--- config.mk ---
export PLATFORM = sky130hd
export DESIGN_NAME = aspect_fit_center_layout_top_flat
export DESIGN_NICKNAME = d
export VERILOG_FILES = /design/src/afcl_pkg.sv /design/src/afcl_if.sv /design/src/aspect_fit_center_layout_top.sv /design/src/afcl_front.sv /design/src/afcl_div_cell.sv /design/src/afcl_back.sv /design/src/flat_wrapper.sv
export SDC_FILE = /design/constraint.sdc
export NUM_CORES = 2
export LEC_CHECK = 0
export ABC_CLOCK_PERIOD_IN_PS = 22900
export BUFFER_PORTS_ARGS = -buffer_cell sky130_fd_sc_hd__buf_2
export CAP_MARGIN = 20
export CORE_ASPECT_RATIO = 1.75
export CORE_MARGIN = 4
export CORE_UTILIZATION = 29
export DETAILED_ROUTE_END_ITERATION = 10
export PLACE_DENSITY_LB_ADDON = 0.15
export SETUP_SLACK_MARGIN = 0.2
export SYNTH_ARGS = -nofsm -noshare
export SYNTH_HDL_FRONTEND = slang
export SYNTH_SLANG_ARGS = --single-unit
--- constraint.sdc ---
create_clock -name clk -period 22.9 [get_ports clk]
set_clock_uncertainty 0.1 [all_clocks]
set_input_delay 4.58 -clock clk [delete_from_list [all_inputs] [get_ports clk]]
set_output_delay 4.58 -clock clk [all_outputs]
set_load 0.01 [all_outputs]
--- src/afcl_pkg.sv ---
// Shared types and constants for the aspect-fit centre layout block.
package afcl_pkg;

  localparam int DIM_W  = 16;
  localparam int PROD_W = 2 * DIM_W;
  localparam int DIV_STEPS = DIM_W;

  localparam int CFG_IDX_W = 1;
  localparam logic [CFG_IDX_W-1:0] REG_SCREEN_WIDTH  = 1'd0;
  localparam logic [CFG_IDX_W-1:0] REG_SCREEN_HEIGHT = 1'd1;

  localparam logic [DIM_W-1:0] SCREEN_WIDTH_RST  = 16'd320;
  localparam logic [DIM_W-1:0] SCREEN_HEIGHT_RST = 16'd480;

  typedef logic [DIM_W-1:0]  dim_t;
  typedef logic [PROD_W-1:0] prod_t;

  // one request as it moves through the divider row
  typedef struct packed {
    logic  ok;     // request is valid
    logic  fits;   // source kept at its own size
    logic  wside;  // width is the limiting side
    dim_t  bx;
    dim_t  by;
    dim_t  cw;
    dim_t  ch;
    dim_t  sw;
    dim_t  sh;
    dim_t  den;
    prod_t work;   // {partial remainder, dividend bits / quotient bits}
  } job_t;

  typedef struct packed {
    logic busy;
    job_t job;
  } stage_t;

endpackage

--- src/afcl_if.sv ---
// Request and result channel interfaces.
interface afcl_req_if;
  import afcl_pkg::*;
  logic valid;
  logic ready;
  dim_t source_width;
  dim_t source_height;
  dim_t box_left;
  dim_t box_top;
  dim_t box_span_x;
  dim_t box_span_y;

  modport source (output valid, source_width, source_height, box_left, box_top,
                  box_span_x, box_span_y, input ready);
  modport sink (input valid, source_width, source_height, box_left, box_top,
                box_span_x, box_span_y, output ready);
endinterface

interface afcl_res_if;
  import afcl_pkg::*;
  logic valid;
  logic ready;
  logic layout_valid;
  dim_t draw_left;
  dim_t draw_top;
  dim_t draw_span_x;
  dim_t draw_span_y;
  dim_t clipped_span_x;
  dim_t clipped_span_y;

  modport source (output valid, layout_valid, draw_left, draw_top, draw_span_x,
                  draw_span_y, clipped_span_x, clipped_span_y, input ready);
  modport sink (input valid, layout_valid, draw_left, draw_top, draw_span_x,
                draw_span_y, clipped_span_x, clipped_span_y, output ready);
endinterface

--- src/aspect_fit_center_layout_top.sv ---
// Aspect-fit centre layout: a new request may be accepted every cycle unless a
// result-side stall has backed the row up, and each one passes 20 register stages:
// three front stages (clip, cross products, operand select), a row of 16 divide
// cells that each settle one quotient bit, and the result register. A result-side
// stall holds only the full stages, so bubbles in the row are filled before the
// input stalls.
// Screen size registers reset to 320 x 480 and should be written only while idle.
module aspect_fit_center_layout_top import afcl_pkg::*; (
  input  logic                 clk,
  input  logic                 rst,
  afcl_req_if.sink             req,
  afcl_res_if.source           res,
  input  logic                 cfg_we,
  input  logic [CFG_IDX_W-1:0] cfg_index,
  input  dim_t                 cfg_data
);

  dim_t   screen_width, screen_height;
  stage_t chain [0:DIV_STEPS];
  logic   chain_en [0:DIV_STEPS];

  always_ff @(posedge clk) begin
    if (rst) begin
      screen_width  <= SCREEN_WIDTH_RST;
      screen_height <= SCREEN_HEIGHT_RST;
    end else if (cfg_we) begin
      unique case (cfg_index)
        REG_SCREEN_WIDTH:  screen_width  <= cfg_data;
        REG_SCREEN_HEIGHT: screen_height <= cfg_data;
        default: ;
      endcase
    end
  end

  afcl_front u_front (
    .clk           (clk),
    .rst           (rst),
    .req           (req),
    .screen_width  (screen_width),
    .screen_height (screen_height),
    .down_en       (chain_en[0]),
    .dn            (chain[0])
  );

  for (genvar i = 0; i < DIV_STEPS; i++) begin : g_cell
    afcl_div_cell u_cell (
      .clk     (clk),
      .rst     (rst),
      .up      (chain[i]),
      .up_en   (chain_en[i]),
      .down_en (chain_en[i+1]),
      .dn      (chain[i+1])
    );
  end

  afcl_back u_back (
    .clk   (clk),
    .rst   (rst),
    .up    (chain[DIV_STEPS]),
    .up_en (chain_en[DIV_STEPS]),
    .res   (res)
  );

endmodule

--- src/afcl_front.sv ---
// Front end: clip to screen, cross products, pick the divide operands.
module afcl_front import afcl_pkg::*; (
  input  logic   clk,
  input  logic   rst,
  afcl_req_if.sink req,
  input  dim_t   screen_width,
  input  dim_t   screen_height,
  input  logic   down_en,
  output stage_t dn
);

  typedef struct packed {
    logic ok;
    dim_t bx;
    dim_t by;
    dim_t cw;
    dim_t ch;
    dim_t sw;
    dim_t sh;
  } clip_t;

  typedef struct packed {
    clip_t c;
    prod_t pw;   // sw * ch
    prod_t ph;   // sh * cw
  } mult_t;

  logic  busy1, busy2, busy3;
  clip_t s1, s1_next;
  mult_t s2, s2_next;
  job_t  s3, s3_next;
  logic  en1, en2, en3;
  dim_t  avail_x, avail_y;
  logic  fits, wside;

  assign en3 = !busy3 || down_en;
  assign en2 = !busy2 || en3;
  assign en1 = !busy1 || en2;
  assign req.ready = en1;

  always_comb begin
    avail_x = screen_width - req.box_left;
    avail_y = screen_height - req.box_top;
    s1_next.ok = (req.source_width != '0) && (req.source_height != '0) &&
                 (req.box_span_x != '0) && (req.box_span_y != '0) &&
                 (req.box_left < screen_width) && (req.box_top < screen_height);
    s1_next.bx = req.box_left;
    s1_next.by = req.box_top;
    s1_next.cw = (avail_x > req.box_span_x) ? req.box_span_x : avail_x;
    s1_next.ch = (avail_y > req.box_span_y) ? req.box_span_y : avail_y;
    s1_next.sw = req.source_width;
    s1_next.sh = req.source_height;
  end

  always_comb begin
    s2_next.c  = s1;
    s2_next.pw = prod_t'(s1.sw) * prod_t'(s1.ch);
    s2_next.ph = prod_t'(s1.sh) * prod_t'(s1.cw);
  end

  always_comb begin
    fits  = (s2.c.sw <= s2.c.cw) && (s2.c.sh <= s2.c.ch);
    wside = s2.pw >= s2.ph;
    s3_next.ok    = s2.c.ok;
    s3_next.fits  = fits;
    s3_next.wside = wside;
    s3_next.bx    = s2.c.bx;
    s3_next.by    = s2.c.by;
    s3_next.cw    = s2.c.cw;
    s3_next.ch    = s2.c.ch;
    s3_next.sw    = s2.c.sw;
    s3_next.sh    = s2.c.sh;
    // quotient never exceeds the clipped span, so the top half is below den
    if (!s2.c.ok || fits) begin
      s3_next.den  = dim_t'(1);
      s3_next.work = '0;
    end else if (wside) begin
      s3_next.den  = s2.c.sw;
      s3_next.work = s2.ph;
    end else begin
      s3_next.den  = s2.c.sh;
      s3_next.work = s2.pw;
    end
  end

  always_ff @(posedge clk) begin
    if (rst) begin
      busy1 <= 1'b0;
      busy2 <= 1'b0;
      busy3 <= 1'b0;
    end else begin
      if (en1) busy1 <= req.valid;
      if (en2) busy2 <= busy1;
      if (en3) busy3 <= busy2;
    end
    if (en1) s1 <= s1_next;
    if (en2) s2 <= s2_next;
    if (en3) s3 <= s3_next;
  end

  assign dn.busy = busy3;
  assign dn.job  = s3;

endmodule

--- src/afcl_div_cell.sv ---
// One restoring-divide cell: yields one quotient bit per beat.
module afcl_div_cell import afcl_pkg::*; (
  input  logic   clk,
  input  logic   rst,
  input  stage_t up,
  output logic   up_en,
  input  logic   down_en,
  output stage_t dn
);

  logic           busy;
  job_t           job, job_next;
  logic [DIM_W:0] trial;
  logic           ge;
  dim_t           rem;

  assign up_en = !busy || down_en;

  always_comb begin
    trial = up.job.work[PROD_W-1:DIM_W-1];
    ge    = trial >= {1'b0, up.job.den};
    rem   = ge ? dim_t'(trial - {1'b0, up.job.den}) : trial[DIM_W-1:0];
    job_next      = up.job;
    job_next.work = {rem, up.job.work[DIM_W-2:0], ge};
  end

  always_ff @(posedge clk) begin
    if (rst) begin
      busy <= 1'b0;
    end else if (up_en) begin
      busy <= up.busy;
    end
    if (up_en) job <= job_next;
  end

  assign dn.busy = busy;
  assign dn.job  = job;

endmodule

--- src/afcl_back.sv ---
// Back end: drawn size, centring and the result register.
module afcl_back import afcl_pkg::*; (
  input  logic   clk,
  input  logic   rst,
  input  stage_t up,
  output logic   up_en,
  afcl_res_if.source res
);

  dim_t q, dw, dh, dw_raw, dh_raw;
  logic valid_r;
  logic lv;
  dim_t dl, dt, dsx, dsy, csx, csy;

  assign up_en = !valid_r || res.ready;

  always_comb begin
    q = up.job.work[DIM_W-1:0];
    if (up.job.fits) begin
      dw_raw = up.job.sw;
      dh_raw = up.job.sh;
    end else if (up.job.wside) begin
      dw_raw = up.job.cw;
      dh_raw = q;
    end else begin
      dw_raw = q;
      dh_raw = up.job.ch;
    end
    dw = (dw_raw == '0) ? dim_t'(1) : dw_raw;
    dh = (dh_raw == '0) ? dim_t'(1) : dh_raw;
  end

  always_ff @(posedge clk) begin
    if (rst) begin
      valid_r <= 1'b0;
    end else if (up_en) begin
      valid_r <= up.busy;
    end
    if (up_en) begin
      if (up.job.ok) begin
        lv  <= 1'b1;
        dl  <= up.job.bx + ((up.job.cw - dw) >> 1);
        dt  <= up.job.by + ((up.job.ch - dh) >> 1);
        dsx <= dw;
        dsy <= dh;
        csx <= up.job.cw;
        csy <= up.job.ch;
      end else begin
        lv  <= 1'b0;
        dl  <= '0;
        dt  <= '0;
        dsx <= '0;
        dsy <= '0;
        csx <= '0;
        csy <= '0;
      end
    end
  end

  assign res.valid          = valid_r;
  assign res.layout_valid   = lv;
  assign res.draw_left      = dl;
  assign res.draw_top       = dt;
  assign res.draw_span_x    = dsx;
  assign res.draw_span_y    = dsy;
  assign res.clipped_span_x = csx;
  assign res.clipped_span_y = csy;

endmodule

--- src/flat_wrapper.sv ---
// flat-port wrapper written by rule: the top's interface ports become plain ports
module aspect_fit_center_layout_top_flat import afcl_pkg::*;
  (clk, rst, cfg_we, cfg_index, cfg_data, req_valid, req_source_width, req_source_height, req_box_left, req_box_top, req_box_span_x, req_box_span_y, req_ready, res_valid, res_layout_valid, res_draw_left, res_draw_top, res_draw_span_x, res_draw_span_y, res_clipped_span_x, res_clipped_span_y, res_ready);
  afcl_req_if req_i ();
  afcl_res_if res_i ();
  input  logic clk;
  input  logic rst;
  input  logic cfg_we;
  input  logic [CFG_IDX_W-1:0] cfg_index;
  input  dim_t cfg_data;
  input wire logic [$bits(req_i.valid)-1:0] req_valid;
  input wire logic [$bits(req_i.source_width)-1:0] req_source_width;
  input wire logic [$bits(req_i.source_height)-1:0] req_source_height;
  input wire logic [$bits(req_i.box_left)-1:0] req_box_left;
  input wire logic [$bits(req_i.box_top)-1:0] req_box_top;
  input wire logic [$bits(req_i.box_span_x)-1:0] req_box_span_x;
  input wire logic [$bits(req_i.box_span_y)-1:0] req_box_span_y;
  output wire logic [$bits(req_i.ready)-1:0] req_ready;
  output wire logic [$bits(res_i.valid)-1:0] res_valid;
  output wire logic [$bits(res_i.layout_valid)-1:0] res_layout_valid;
  output wire logic [$bits(res_i.draw_left)-1:0] res_draw_left;
  output wire logic [$bits(res_i.draw_top)-1:0] res_draw_top;
  output wire logic [$bits(res_i.draw_span_x)-1:0] res_draw_span_x;
  output wire logic [$bits(res_i.draw_span_y)-1:0] res_draw_span_y;
  output wire logic [$bits(res_i.clipped_span_x)-1:0] res_clipped_span_x;
  output wire logic [$bits(res_i.clipped_span_y)-1:0] res_clipped_span_y;
  input wire logic [$bits(res_i.ready)-1:0] res_ready;
  assign req_i.valid = req_valid;
  assign req_i.source_width = req_source_width;
  assign req_i.source_height = req_source_height;
  assign req_i.box_left = req_box_left;
  assign req_i.box_top = req_box_top;
  assign req_i.box_span_x = req_box_span_x;
  assign req_i.box_span_y = req_box_span_y;
  assign req_ready = req_i.ready;
  assign res_valid = res_i.valid;
  assign res_layout_valid = res_i.layout_valid;
  assign res_draw_left = res_i.draw_left;
  assign res_draw_top = res_i.draw_top;
  assign res_draw_span_x = res_i.draw_span_x;
  assign res_draw_span_y = res_i.draw_span_y;
  assign res_clipped_span_x = res_i.clipped_span_x;
  assign res_clipped_span_y = res_i.clipped_span_y;
  assign res_i.ready = res_ready;
  aspect_fit_center_layout_top u_core (.clk(clk), .rst(rst), .req(req_i), .res(res_i), .cfg_we(cfg_we), .cfg_index(cfg_index), .cfg_data(cfg_data));
endmodule
==> results.md <==
- Outcome: finished, final reports clean
- WL final: 293000 um
- Max_slew headroom: 0.173
- Vias in the first global route: 70300
- Cells after Synth: 8234
- Final worst setup slack: 9090 ps
- Total Nets Final: 9911
- Clock latency on the worst-skew pair: 870 ps
- DP Worst Slack: 8970 ps
- Die ar.: 445000 um^2
- Post-synth top area cell: edfxtp_1
- Sinks on the clock net: 2874
- PostCTS Resize Cnt: 0
- Via density: 4.31
- Post-synth top area share: 0.673
- Final period utilization: 0.603
- # rows: 320
- Root Driver: clkbuf_16
- Drt pass-1 iters: 5
- Core Area: 433000 um^2
- Max-cap viol count: 0
- WL per Instance: 19.8 um
- Worst path required time: 18220 ps
- Final ANT Viol Nets: 0
- Post-CTS setup repair buffer count: 0
- Clk buf depth: 4
- First-pass GRT wire length: 440000 um
- # hold bufs at CTS: 0
- Vias: 63600
- Primary FF master, synth: edfxtp_1
- Mean Syn Cell Area: 15.3 um^2
- # placed instances: 14200
- EDFF count, synth: 2822
- CTS tree: done
- IO Pins: 217
- Gpl congestion: 0.879
- Worst slew pin tran: 1210 ps
- Worst setup SP type: input pin
- FMAX: 72.4 MHz
- # H-tree levels: 5
- DP Wirelength: 225000 um
- Fin. Hold Viols: 0
- Hold-critical path depth: 0
- Min cycle time layout: 13810 ps
- Post-Syn Nets: 9411
- Hold Path Class: register to register
- Finished Layout Cells: 14800
- 1st-iter DRT viols: 2766
- Worst Setup End Kind: output port
- Reg2Reg Depth: 25
- Area delta synth->final: 14.6%
- Ys Warns: 0
- RSZ-0062 raised after global routing: false
- Seq/Total Area, Yosys: 0.681
- Crit path kind: input pin to output port
- Final setup fails: 0
- Top cells by area, synth: edfxtp_1, fa_1, ha_1, inv_1, mux2_2
- Distinct cells, synth: 74
- Critical path fanouts, max: 44
- Post-synth top cells: edfxtp_1, inv_1, ha_1, nand2_1, fa_1
- Yosys reg bits: 2874
- GRT Util Overall: 0.131
- Critical Path AT: 9130 ps
- Initial Util: 0.291
- Post-route setup TNS: 0 ps
- Largest net degree at the start of global routing: 83
- Port bufs: 216
- Overflow after GRT: 0
- Pins Over Slew Limit: 0
- Fill count: 42000
- Top-count cell post-synth: edfxtp_1
- Die width: 506 um
- Die H: 880 um
- Share of layout cells above drive strength 1: 0.112
- Initial antenna violation count: 7
- Drt drc: 0
- Cts bufs inserted: 300
- Clk pin slew, worst setup/hold paths: 60 ps
- Mapped Area: 126000 um^2
- Async SR Flop Fraction: 0
through the flow:
step | utilization | hold slack, ps | area, um^2
6_report | 0.333 | 287 | 144000
3_3_place_gp | 0.311 | 303 | 135000
4_1_cts | 0.333 | 288 | 144000
2_1_floorplan | - | 300 | 126000
5_1_grt | 0.333 | 302 | 144000
3_5_place_dp | 0.311 | 305 | 135000
cells by family after synthesis:
kind of cell / share of synthesized area
and+or+nand+nor: 0.0651
buffers and inverters: 0.0342
xor gates and xnor gates: 0.0188
DFF: 0.681
AOI/OAI and AO/OA: 0.0465
adders and majority gates: 0.130
muxes: 0.0251
final cells by class:
class	count	area [um^2]	share of cell area
Sequential cell	2874	85800	0.594
Antenna cell	4	10.0	0.0000693
Multi-Input combinational cell	4225	36100	0.250
Clock inverter	155	1560	0.0108
Inverter	1009	3830	0.0265
Clock buffer	381	8010	0.0555
Tap cell	5796	7250	0.0502
Timing Repair Buffer	324	1900	0.0131
final timing paths:
check                                                                start  slack [ps]                                            end
worst min-delay path            u_core.g_cell[12].u_cell.dn[136]$_DFFE_PP_         290     u_core.g_cell[13].u_cell.dn[136]$_DFFE_PP_
worst max register to register  u_core.g_cell[15].u_cell.dn[144]$_DFFE_PP_       15220  u_core.u_back.res.draw_left[15]$_SDFFCE_PN0P_
worst min register to register  u_core.g_cell[12].u_cell.dn[136]$_DFFE_PP_         290     u_core.g_cell[13].u_cell.dn[136]$_DFFE_PP_
worst max-delay path                                             res_ready        9090                                      req_ready
flip-flops by register name (all words and copies together), names as in the netlist:
| register | flops |
|---|---|
| u_core.u_front.dn | 147 |
| u_core.u_front.s2 | 161 |
| u_core.u_back.res.clipped_span_y | 16 |
| u_core.u_back.res.draw_span_y | 16 |
| u_core.u_front.busy3 | 1 |
| u_core.screen_width | 16 |
| u_core.u_back.res.layout_valid | 1 |
| u_core.u_back.res.clipped_span_x | 16 |
| u_core.u_back.res.draw_span_x | 16 |
| u_core.u_front.s1 | 97 |
| u_core.screen_height | 16 |
| u_core.g_cell.u_cell.dn | 2320 |
| u_core.u_front.busy1 | 1 |
| u_core.u_back.res.valid | 1 |
| u_core.g_cell.u_cell.busy | 16 |
| u_core.u_front.busy2 | 1 |
| u_core.u_back.res.draw_top | 16 |
| u_core.u_back.res.draw_left | 16 |
cells in the final DEF (no fill, tap or decap), types with 35 or more instances in the layout:
cell type and instances:
and2_1 293, ha_1 650, a21oi_1 288, buf_2 216, nor3_1 114, clkbuf_16 308
nand3_1 73, mux2i_1 104, xnor2_1 166, mux2_2 185, o21a_1 62, a21boi_0 39
dfxtp_1 52, nand4_1 96, a21o_1 132, nand2_1 528, o21bai_1 35, edfxtp_1 2822
o21ai_0 158, clkinv_1 57, xor2_1 104, nor2_1 366, inv_1 989, fa_1 409
clkbuf_1 70, buf_4 107, clkinv_2 47, nor2b_1 75
worst max-delay path, stage by stage:
cell and delay (ps):
buf_2 100, nor2b_1 320, and2_1 270, inv_4 220, nor2_1 470, and2_1 310
inv_6 180, nor3_1 400, buf_4 260, nand3_4 430, nor2_1 730, nand3_4 500
buf_2 310
routing by layer:
metal | up-vias | part of all wire | track usage
met5 | - | 0 | 0
met4 | 0 | 0.068 | 0.0780
met3 | 677 | 0.030 | 0.0175
met2 | 1147 | 0.57 | 0.261
met1 | 31300 | 0.33 | 0.126
li1 | 30500 | - | -
Power is not shown: default switching activity piles up to over one toggle a cycle in this logic, so the estimate is an artifact.
